## config.mk

```make
export PLATFORM = sky130hd
export DESIGN_NAME = pyro_channel_pulse_controller_unit
export DESIGN_NICKNAME = d
export VERILOG_FILES = /design/src/hw/rtl/pcpc_pkg.sv /design/src/hw/rtl/pcpc_ctrl.sv /design/src/hw/rtl/pcpc_datapath.sv /design/src/hw/rtl/pyro_channel_pulse_controller_unit.sv
export SDC_FILE = /design/constraint.sdc
export NUM_CORES = 1
export LEC_CHECK = 0
export BUFFER_PORTS_ARGS = -buffer_cell sky130_fd_sc_hd__buf_2
export CAP_MARGIN = 20
export CORE_AREA = 2 2 219 221
export CTS_CLUSTER_SIZE = 14
export DETAILED_ROUTE_END_ITERATION = 6
export DIE_AREA = 0 0 221 223
export PLACE_DENSITY = 0.72
export REMOVE_ABC_BUFFERS = 1
export SLEW_MARGIN = 20
export SYNTH_ARGS = -nofsm -noshare
export SYNTH_HDL_FRONTEND = slang
export SYNTH_SLANG_ARGS = --single-unit
```

## constraint.sdc

```tcl
create_clock -name clk -period 5.9 [get_ports clk]
set_input_delay 0.59 -clock clk [delete_from_list [all_inputs] [get_ports clk]]
set_output_delay 0.59 -clock clk [all_outputs]
set_load 0.005 [all_outputs]
```

## src/hw/rtl/pcpc_pkg.sv

```systemverilog
// ============================================================================
// pcpc_pkg
// Shared types and codes for the pyro channel pulse controller.
// ============================================================================
`timescale 1ns / 1ps
`default_nettype none

package pcpc_pkg;

  localparam int REQ_W  = 3;
  localparam int CHAN_W = 2;
  localparam int TIME_W = 32;
  localparam int ST_W   = 2;
  localparam int PIN_W  = 4;
  localparam int TOT_W  = 3;

  // request codes
  localparam logic [REQ_W-1:0] REQ_TICK     = 3'd0;
  localparam logic [REQ_W-1:0] REQ_FIRE     = 3'd1;
  localparam logic [REQ_W-1:0] REQ_FIRE_ALL = 3'd2;
  localparam logic [REQ_W-1:0] REQ_CLR      = 3'd3;
  localparam logic [REQ_W-1:0] REQ_CLR_ALL  = 3'd4;

  // status codes
  localparam logic [ST_W-1:0] ST_OK        = 2'd0;
  localparam logic [ST_W-1:0] ST_BAD_ARG   = 2'd1;
  localparam logic [ST_W-1:0] ST_BAD_STATE = 2'd2;

  typedef enum logic [1:0] {
    S_IDLE = 2'b01,
    S_EXEC = 2'b10
  } pcpc_state_t;

  // controller to datapath
  typedef struct packed {
    logic capture;  // latch the incoming word
    logic commit;   // update channel state and load the result register
  } pcpc_cmd_t;

endpackage

`default_nettype wire

```

## src/hw/rtl/pcpc_ctrl.sv

```systemverilog
// ============================================================================
// pcpc_ctrl
// Handshake sequencer: takes a word, runs one execute step, owns out_valid.
// ============================================================================
`timescale 1ns / 1ps
`default_nettype none

module pcpc_ctrl (
  input  logic                clk,
  input  logic                rst,
  input  logic                in_valid,
  output logic                in_ready,
  output logic                out_valid,
  input  logic                out_ready,
  output pcpc_pkg::pcpc_cmd_t cmd
);
  import pcpc_pkg::*;

  pcpc_state_t state, state_next;
  logic        out_valid_next;
  logic        slot_free;

  assign in_ready  = (state == S_IDLE);
  assign slot_free = !out_valid || out_ready;

  always_comb begin
    state_next  = state;
    cmd.capture = 1'b0;
    cmd.commit  = 1'b0;
    unique case (state)
      S_IDLE: begin
        if (in_valid) begin
          cmd.capture = 1'b1;
          state_next  = S_EXEC;
        end
      end
      S_EXEC: begin
        // wait until the result register can take the new word
        if (slot_free) begin
          cmd.commit = 1'b1;
          state_next = S_IDLE;
        end
      end
      default: state_next = S_IDLE;
    endcase
  end

  always_comb begin
    out_valid_next = out_valid;
    if (cmd.commit) begin
      out_valid_next = 1'b1;
    end else if (out_ready) begin
      out_valid_next = 1'b0;
    end
  end

  always_ff @(posedge clk) begin
    if (rst) begin
      state     <= S_IDLE;
      out_valid <= 1'b0;
    end else begin
      state     <= state_next;
      out_valid <= out_valid_next;
    end
  end

endmodule

`default_nettype wire

```

## src/hw/rtl/pcpc_datapath.sv

```systemverilog
// ============================================================================
// pcpc_datapath
// Channel state, per-channel countdowns, command decode and result register.
// ============================================================================
`timescale 1ns / 1ps
`default_nettype none

module pcpc_datapath #(
  parameter int CHANNEL_COUNT = 4
) (
  input  logic                          clk,
  input  logic                          rst,
  input  pcpc_pkg::pcpc_cmd_t           cmd,
  input  logic [pcpc_pkg::REQ_W-1:0]    req_type,
  input  logic [pcpc_pkg::CHAN_W-1:0]   channel,
  input  logic [pcpc_pkg::TIME_W-1:0]   pulse_ms,
  output logic [pcpc_pkg::ST_W-1:0]     status_code,
  output logic [pcpc_pkg::PIN_W-1:0]    pin_levels,
  output logic [pcpc_pkg::PIN_W-1:0]    fired_mask,
  output logic [pcpc_pkg::TOT_W-1:0]    fired_total,
  output logic                          chan_fired,
  output logic [pcpc_pkg::TIME_W-1:0]   chan_stamp,
  output logic [pcpc_pkg::TIME_W-1:0]   chan_duration
);
  import pcpc_pkg::*;

  localparam int CNT_RAW = $clog2(CHANNEL_COUNT + 1);
  localparam int CNT_W   = (CNT_RAW > TOT_W) ? CNT_RAW : TOT_W;

  // captured word
  logic [REQ_W-1:0]  req_q;
  logic [CHAN_W-1:0] chan_q;
  logic [TIME_W-1:0] dur_q;

  // channel state
  logic [TIME_W-1:0]        now_ms, now_ms_next;
  logic [CHANNEL_COUNT-1:0] latch, latch_next;
  logic [CHANNEL_COUNT-1:0] level, level_next;
  logic [TIME_W-1:0]        stamp [CHANNEL_COUNT];
  logic [TIME_W-1:0]        stamp_next [CHANNEL_COUNT];
  logic [TIME_W-1:0]        plen [CHANNEL_COUNT];
  logic [TIME_W-1:0]        plen_next [CHANNEL_COUNT];
  logic [TIME_W-1:0]        remain [CHANNEL_COUNT];
  logic [TIME_W-1:0]        remain_next [CHANNEL_COUNT];

  // decode helpers
  logic [CHANNEL_COUNT-1:0] sel;
  logic                     chan_hit;
  logic                     dur_zero;

  // result word
  logic [ST_W-1:0]   status;
  logic [PIN_W-1:0]  pins;
  logic [PIN_W-1:0]  mask;
  logic [CNT_W-1:0]  total;
  logic              cf;
  logic [TIME_W-1:0] ct;
  logic [TIME_W-1:0] cd;

  assign chan_hit = (32'(chan_q) < CHANNEL_COUNT);
  assign dur_zero = (dur_q == '0);

  always_comb begin
    for (int c = 0; c < CHANNEL_COUNT; c++) begin
      sel[c] = (32'(chan_q) == c);
    end
  end

  always_comb begin
    now_ms_next = now_ms;
    latch_next  = latch;
    level_next  = level;
    stamp_next  = stamp;
    plen_next   = plen;
    remain_next = remain;
    status      = ST_OK;
    case (req_q)
      REQ_TICK: begin
        now_ms_next = now_ms + 1'b1;
        for (int c = 0; c < CHANNEL_COUNT; c++) begin
          if (remain[c] != '0) begin
            remain_next[c] = remain[c] - 1'b1;
            if (remain[c] == TIME_W'(1)) begin
              level_next[c] = 1'b0;
            end
          end
        end
      end
      REQ_FIRE: begin
        if (!chan_hit || dur_zero) begin
          status = ST_BAD_ARG;
        end else begin
          for (int c = 0; c < CHANNEL_COUNT; c++) begin
            if (sel[c]) begin
              if (latch[c]) begin
                status = ST_BAD_STATE;
              end else begin
                level_next[c]  = 1'b1;
                latch_next[c]  = 1'b1;
                stamp_next[c]  = now_ms;
                plen_next[c]   = dur_q;
                remain_next[c] = dur_q;
              end
            end
          end
        end
      end
      REQ_FIRE_ALL: begin
        // every channel tried; status left by the highest channel
        for (int c = 0; c < CHANNEL_COUNT; c++) begin
          if (dur_zero) begin
            status = ST_BAD_ARG;
          end else if (latch[c]) begin
            status = ST_BAD_STATE;
          end else begin
            status         = ST_OK;
            level_next[c]  = 1'b1;
            latch_next[c]  = 1'b1;
            stamp_next[c]  = now_ms;
            plen_next[c]   = dur_q;
            remain_next[c] = dur_q;
          end
        end
      end
      REQ_CLR: begin
        if (!chan_hit) begin
          status = ST_BAD_ARG;
        end else begin
          for (int c = 0; c < CHANNEL_COUNT; c++) begin
            if (sel[c]) begin
              level_next[c]  = 1'b0;
              latch_next[c]  = 1'b0;
              stamp_next[c]  = '0;
              plen_next[c]   = '0;
              remain_next[c] = '0;
            end
          end
        end
      end
      REQ_CLR_ALL: begin
        latch_next = '0;
        level_next = '0;
        for (int c = 0; c < CHANNEL_COUNT; c++) begin
          stamp_next[c]  = '0;
          plen_next[c]   = '0;
          remain_next[c] = '0;
        end
      end
      default: ;  // unknown request: no change
    endcase
  end

  // result taken from the state after the word
  always_comb begin
    pins  = '0;
    mask  = '0;
    total = '0;
    cf    = 1'b0;
    ct    = '0;
    cd    = '0;
    for (int c = 0; c < CHANNEL_COUNT; c++) begin
      if (c < PIN_W) begin
        pins[c] = level_next[c];
        mask[c] = latch_next[c];
      end
      total = total + CNT_W'(latch_next[c]);
      if (sel[c]) begin
        cf = latch_next[c];
        ct = stamp_next[c];
        cd = plen_next[c];
      end
    end
  end

  always_ff @(posedge clk) begin
    if (cmd.capture) begin
      req_q  <= req_type;
      chan_q <= channel;
      dur_q  <= pulse_ms;
    end
  end

  always_ff @(posedge clk) begin
    if (rst) begin
      now_ms <= '0;
      latch  <= '0;
      level  <= '0;
      for (int c = 0; c < CHANNEL_COUNT; c++) begin
        stamp[c]  <= '0;
        plen[c]   <= '0;
        remain[c] <= '0;
      end
    end else if (cmd.commit) begin
      now_ms <= now_ms_next;
      latch  <= latch_next;
      level  <= level_next;
      stamp  <= stamp_next;
      plen   <= plen_next;
      remain <= remain_next;
    end
  end

  always_ff @(posedge clk) begin
    if (cmd.commit) begin
      status_code    <= status;
      pin_levels     <= pins;
      fired_mask     <= mask;
      fired_total    <= total[TOT_W-1:0];
      chan_fired     <= cf;
      chan_stamp     <= ct;
      chan_duration  <= cd;
    end
  end

endmodule

`default_nettype wire

```

## src/hw/rtl/pyro_channel_pulse_controller_unit.sv

```systemverilog
// ============================================================================
// pyro_channel_pulse_controller_unit
// Multichannel one-shot pulse timer for pyro outputs: 1 ms ticks and
// fire / reset commands in, one status word out per input word.
// ============================================================================
//
//  channel | signals                                    | word
//  --------+--------------------------------------------+--------------------------
//  in      | in_valid, in_ready                         | req_type, channel,
//          |                                            | pulse_ms
//  out     | out_valid, out_ready                       | status_code, pin_levels,
//          |                                            | fired_mask, fired_total,
//          |                                            | chan_fired, chan_stamp,
//          |                                            | chan_duration
//
// An input word is accepted, then run in one execute step in which all
// channel countdowns update in parallel and the result register loads.
// A new word is accepted in the cycle after the execute step, so the
// block takes no new word while the last one is still in its execute step.
// A result waiting in the output register does not block the next accept;
// the execute step holds until that register is free.
// Synchronous reset clears all channels, the ms counter and out_valid.
`timescale 1ns / 1ps
`default_nettype none

module pyro_channel_pulse_controller_unit #(
  parameter int CHANNEL_COUNT = 4
) (
  input  logic                          clk,
  input  logic                          rst,
  input  logic                          in_valid,
  output logic                          in_ready,
  input  logic [pcpc_pkg::REQ_W-1:0]    req_type,
  input  logic [pcpc_pkg::CHAN_W-1:0]   channel,
  input  logic [pcpc_pkg::TIME_W-1:0]   pulse_ms,
  output logic                          out_valid,
  input  logic                          out_ready,
  output logic [pcpc_pkg::ST_W-1:0]     status_code,
  output logic [pcpc_pkg::PIN_W-1:0]    pin_levels,
  output logic [pcpc_pkg::PIN_W-1:0]    fired_mask,
  output logic [pcpc_pkg::TOT_W-1:0]    fired_total,
  output logic                          chan_fired,
  output logic [pcpc_pkg::TIME_W-1:0]   chan_stamp,
  output logic [pcpc_pkg::TIME_W-1:0]   chan_duration
);
  import pcpc_pkg::*;

  pcpc_cmd_t cmd;

  pcpc_ctrl u_ctrl (
    .clk       (clk),
    .rst       (rst),
    .in_valid  (in_valid),
    .in_ready  (in_ready),
    .out_valid (out_valid),
    .out_ready (out_ready),
    .cmd       (cmd)
  );

  pcpc_datapath #(
    .CHANNEL_COUNT (CHANNEL_COUNT)
  ) u_datapath (
    .clk            (clk),
    .rst            (rst),
    .cmd            (cmd),
    .req_type       (req_type),
    .channel        (channel),
    .pulse_ms       (pulse_ms),
    .status_code    (status_code),
    .pin_levels     (pin_levels),
    .fired_mask     (fired_mask),
    .fired_total    (fired_total),
    .chan_fired     (chan_fired),
    .chan_stamp     (chan_stamp),
    .chan_duration  (chan_duration)
  );

endmodule

`default_nettype wire

```

### Word level (Yosys, flattened, before mapping)

Index checks and enable logic that the tools add are counted.

| word-level totals | value |
|---|---|
| flip-flop bits (word level) | 542 |
| logic and storage cells | 212 |
| input port bits | 41 |
| output and inout bits | 80 |

| cells by class | value |
|---|---|
| mux-type cells | 131 |
| $add $sub $neg | 8 |
| equality and inequality tests | 29 |
| reduce and logical (&&, ||, !) cells | 17 |

Operator list:

| cell | count |
|---|---|
| 32-bit two-way mux | 60 |
| 128-bit one-hot mux with 4 select lines | 2 |
| 128-bit one-hot mux with 5 select lines | 1 |
| 128-bit two-way mux | 3 |
| 32-bit by 1-bit equality test with 1-bit output, second input constant | 4 |
| 32-bit nonzero test | 4 |
| 32-bit by 1-bit subtractor with 32-bit output, second input constant | 4 |
| 1-bit two-way mux | 46 |
| 32-bit by 1-bit adder with 32-bit output, second input constant | 1 |
| 32-bit zero test | 1 |
| 7-bit AND reduction | 4 |
| 2-bit two-way mux | 13 |
| 2-bit by 1-bit != test with 1-bit output, second input constant | 13 |
| 4-bit one-hot mux with 5 select lines | 1 |
| 4-bit one-hot mux with 4 select lines | 1 |
| 4-bit two-way mux | 2 |
| 2-bit one-hot mux with 2 select lines | 2 |
| 3-bit by 1-bit adder with 3-bit output | 2 |
| 2-bit equality test, second input constant | 3 |
| 3-bit by 2-bit equality test with 1-bit output, second input constant | 2 |
| 2-bit != test, second input constant | 3 |
| 5-bit nonzero test | 1 |
| 2-bit by 1-bit equality test with 1-bit output, second input constant | 2 |
| 2-bit AND reduction | 2 |
| 8 further kinds | 8 |

### Logic depth before layout (Yosys ltp)

| depth | value |
|---|---|
| depth after elaboration | 10 |
| depth in mapped cells | 11 |
| mapped depth without buffers | 8 |

### By module

From an unflattened synthesis, not the netlist that was laid out.

| second synthesis, totals | value |
|---|---|
| cells, all modules | 2,948 |
| area, all modules | 25,908.6 um2 |

Modules (own cells, without submodules):

| module | times used | cells each | area an instance (um2) |
|---|---|---|---|
| pcpc_datapath | 1 | 2,935 | 25,772.2 |
| pcpc_ctrl | 1 | 13 | 136.4 |

### Worst setup path after synthesis

No wires, ideal clock.

| timing path | value |
|---|---|
| path kind | in2reg |
| from | input out_ready |
| to | register u_datapath.plen[74] (netlist bit) |
| path buffers | 2 |
| arrival | 4.597 ns |
| cell stages on the path | 8 |
| path slack | 1.176 ns |
| required time | 5.772 ns |
| cells stage by stage | nand2b_1 > nand2_1 > inv_1 > clkbuf_1 > nand3_1 > clkbuf_1 > a22oi_1 > nor2_1 |

RTL lines:

| what | line | RTL |
|---|---|---|
| start: declaration | pyro_channel_pulse_controller_unit.sv:37 | `input logic out_ready,` |
| end signal: assignment | pcpc_datapath.sv:198 | `plen <= plen_next;` |
| end: declaration | pcpc_datapath.sv:41 | `logic [TIME_W-1:0] plen [CHANNEL_COUNT];` |

### Worst setup path after layout

| timing path | value |
|---|---|
| from | register u_datapath.dur_q[30] |
| to | register u_datapath.plen[23] (netlist bit) |

| between the ends | value |
|---|---|
| word-level cells in the longest chain between the ends | 3 |
| elaborated cells on any way between the ends | 4 |
| those cells by class | 3 x mux; 1 x reduce/logical |

RTL lines:

| what | line | RTL |
|---|---|---|
| start: declaration | pcpc_datapath.sv:33 | `logic [TIME_W-1:0] dur_q;` |
| start signal: assignment | pcpc_datapath.sv:179 | `dur_q <= pulse_ms;` |
| 32-bit zero test (*) | pcpc_datapath.sv:61 | `assign dur_zero = (dur_q == '0);` |
| 32-bit two-way mux / 128-bit two-way mux (equally long branches) | pcpc_datapath.sv:111, pcpc_datapath.sv:90 |  |
| 128-bit one-hot mux with 4 select lines (*) | pcpc_datapath.sv:77 | `case (req_q)` |

Mark *: on every way between the ends. The rest lies on a longest branch, timed or not.
A chain may end at the register's enable or synchronous reset.

==> metrics.txt <==
RSZ-0062 raised after global routing=false; Buf+Inv Stages, Crit Path=2; H-tree depth=2; # diodes=0; Leak=9.72 nW; Clk Latency, worst-skew pair=650 ps; top-area cell type share of the netlist area=33.5%; share of cells above drive strength 1=11.0%; area grow syn2layout=10.2%; crit path max fanout=47; crit path to=u_datapath.plen[23]; final hold vios=0; Rows=80; CP Launch Type=flip-flop; Nets=2,915; reg2reg start=u_datapath.dur_q[30]; Layout Utilization=59.7%; first-pass GRT wire length=130,000 microns; Critical Path Max Stage Delay=790 ps; die height=223 microns; post-synth top area cell=dfxtp_1; Root Driver=clkbuf_16; element type at the critical path end=flip-flop; Hold WC Path Type=in2reg; Slew @ Worst Pin=1270 ps; final setup fails=0; Final Cycle Share=70.8%; CP arrival=4740 ps; commonest cells in the netlist=dfxtp_1, nor2_1, a22oi_1; critical path class=reg2reg; grt ovf=0; Cell variety after synth=88; initial drt markers=3,969; Placed Instances=3,420; most common cell in the netlist=dfxtp_1; post-synthesis instance total=2,927; Final HPWL DP=50,300 microns; vias in the first global route=22.9k; DR vias/cell=6.92; number of register bits inferred by synthesis=542; asr flop ratio synth=0%; clock slew at reported path FFs=60 ps; Max-cap violations=0; I/O pins=121; drt wl/cell=23.9 microns; CTS tree=built; Num CTS Buffers=55; Hold Buf Count CTS=0; Reg-to-Reg End=u_datapath.plen[23]; Top delay family on crit path=simple AND/OR/NAND/NOR gates; most frequent CP cell=buf_4; drt drc=5; I/O Buffers=120; Post-DRT Antenna Nets=0; worst reg2reg setup slack=1720 ps; gp weighted congestion=0.974; Pre-antenna DRT Iters=7; WP depth=8; largest cells by area after synthesis=dfxtp_1, edfxtp_1, a22oi_1; Post-Syn Area per Cell=8.72 sq um; Synth Flop Type=dfxtp_1; die width=221 microns; initial antenna violation count=1; die area=49,300 sq um; fin crit period=4180 ps; Max transition margin=15.1%; Post-synth EDFFs=115; Seq/Total Area, Yosys=47.0%; Slowest cell on crit path=and4_1; All-Layer GR Usage=32.8%; FF-to-FF path depth=8; Cell Count, Final, Fillers Out=3,523; CTS Sinks=542; Yosys warning total=0; initial core utilization=54.2%; status=finished with violations; largest net degree at the start of global routing=148; pwr dens=297 nW/um^2; Slew Viols, Final=0; Post-Route WL=84,300 microns; Longest Clk Path Bufs=3; failing checks=DRC; crit-path cells=nor4_1, and4_1, a21oi_1, buf_4, o21ai_4, buf_4, a22oi_1, nor2_1; FMAX=239 MHz; via count=24.4k; launch point of the worst path=u_datapath.dur_q[30]; post_cts resized=0; maximum vdd drop=0.369 mV; Post-CTS Setup Bufs=0; Core Area=47,100 sq um; synthesized area=25,500 sq um; skew final=43.9 ps; Worst Path Required=6460 ps
## state kept, by name (all words and copies together) (netlist names), 4 cells and up
register                  cells
u_datapath.plen             128
u_datapath.remain           128
u_datapath.stamp            128
u_datapath.chan_duration     32
u_datapath.chan_stamp        32
u_datapath.dur_q             32
u_datapath.now_ms            32
u_datapath.fired_mask         4
u_datapath.latch              4
u_datapath.level              4
u_datapath.pin_levels         4
## report_power, final
group | switching [mW] | internal, mW | total (mW) | leakage (nW)
combinational | 0.569 | 0.246 | 0.815 | 4.33
clock | 1.55 | 2.08 | 3.63 | 0.924
sequential | 0.0721 | 3.83 | 3.90 | 4.47
total | 2.19 | 6.16 | 8.35 | 9.72
## per-stage QoR
step	instance area, sq um	setup slack (ps)	setup TNS [ps]	power, mW	hold WS (ps)
5_1_grt	28100	1630	0	8.56	99.3
3_3_place_gp	26200	1140	0	4.74	447
6_report	28100	1720	0	8.35	111
4_1_cts	28100	1880	0	8.33	97.3
2_1_floorplan	24300	-3200	-210510	4.42	430
3_5_place_dp	26200	1900	0	4.76	457
## cell families (layout without fill, tap and decap cells)
family,Yosys count,in the layout,share of synthesized area [%]
mux,3,3,0.167
xor+xnor,28,28,0.961
compound gates,1033,1033,27.4
fa+ha+maj,12,12,0.618
simple gates,991,991,18.6
flops,542,542,47.0
buf+inv,318,299,5.23
## per-layer routing
metal	part of all wire, %	vias to the layer above	GRT usage (%)	wire length [microns]
met1	40	11800	44.9	33800
met5	0.015	-	0	13
li1	-	10700	-	-
met3	12	239	8.32	10300
met2	44	1652	49.1	37100
met4	3.7	2	14.2	3090
## area by class of cell
| cell class | instances | area (sq um) |
|---|---|---|
| multi-input cells | 2067 | 12400 |
| flip-flops and latches | 542 | 12000 |
| repair buffers | 164 | 993 |
| clock buffers | 74 | 1560 |
| well taps | 615 | 769 |
| inverters | 32 | 123 |
| clock inverters | 29 | 324 |
| fillers | 4026 | 19000 |
## cell usage in the layout, fill, tap and decap left out, types with 10 or more instances in the layout
cell type,instances
dfxtp_1,427
nor2_1,414
a22oi_1,271
a21oi_1,229
o21ai_0,188
nand2_1,170
buf_2,119
edfxtp_1,115
nand3_1,70
nand2b_1,64
nor3_1,64
clkbuf_16,56
buf_4,39
a222oi_1,38
a221oi_1,36
and3_1,34
inv_1,31
o21ai_1,29
or3_1,26
a31oi_1,26
a21o_1,26
nor2b_1,23
nor4_1,22
o31ai_1,18
nand4_1,16
o21a_1,15
xnor2_1,15
a32o_1,14
o211ai_1,13
or4_1,12
xor2_1,12
o22ai_1,11
o32ai_1,11
nor3b_1,11
ha_1,11
o41ai_1,10
clkinv_2,10
## worst reg2reg max path, stage by stage (launching register included)
cell and delay (ps):
edfxtp_1 510, nor4_1 680, and4_1 790, a21oi_1 160, buf_4 250, o21ai_4 640, buf_4 720, a22oi_1 170
nor2_1 160
## worst min path at each step
stage | startpoint | endpoint | slack [ps] | cells after the start
after floorplan | u_datapath.level[1] | u_datapath.level[1] | 430 | 2
after global placement | u_datapath.level[1] | u_datapath.level[1] | 450 | 2
after detailed placement | u_datapath.level[1] | u_datapath.level[1] | 460 | 2
after CTS | pulse_ms[26] | u_datapath.dur_q[26] | 100 | 1
after global routing | pulse_ms[26] | u_datapath.dur_q[26] | 100 | 1
final | pulse_ms[26] | u_datapath.dur_q[26] | 110 | 1
(Power assumes the default switching activity.)
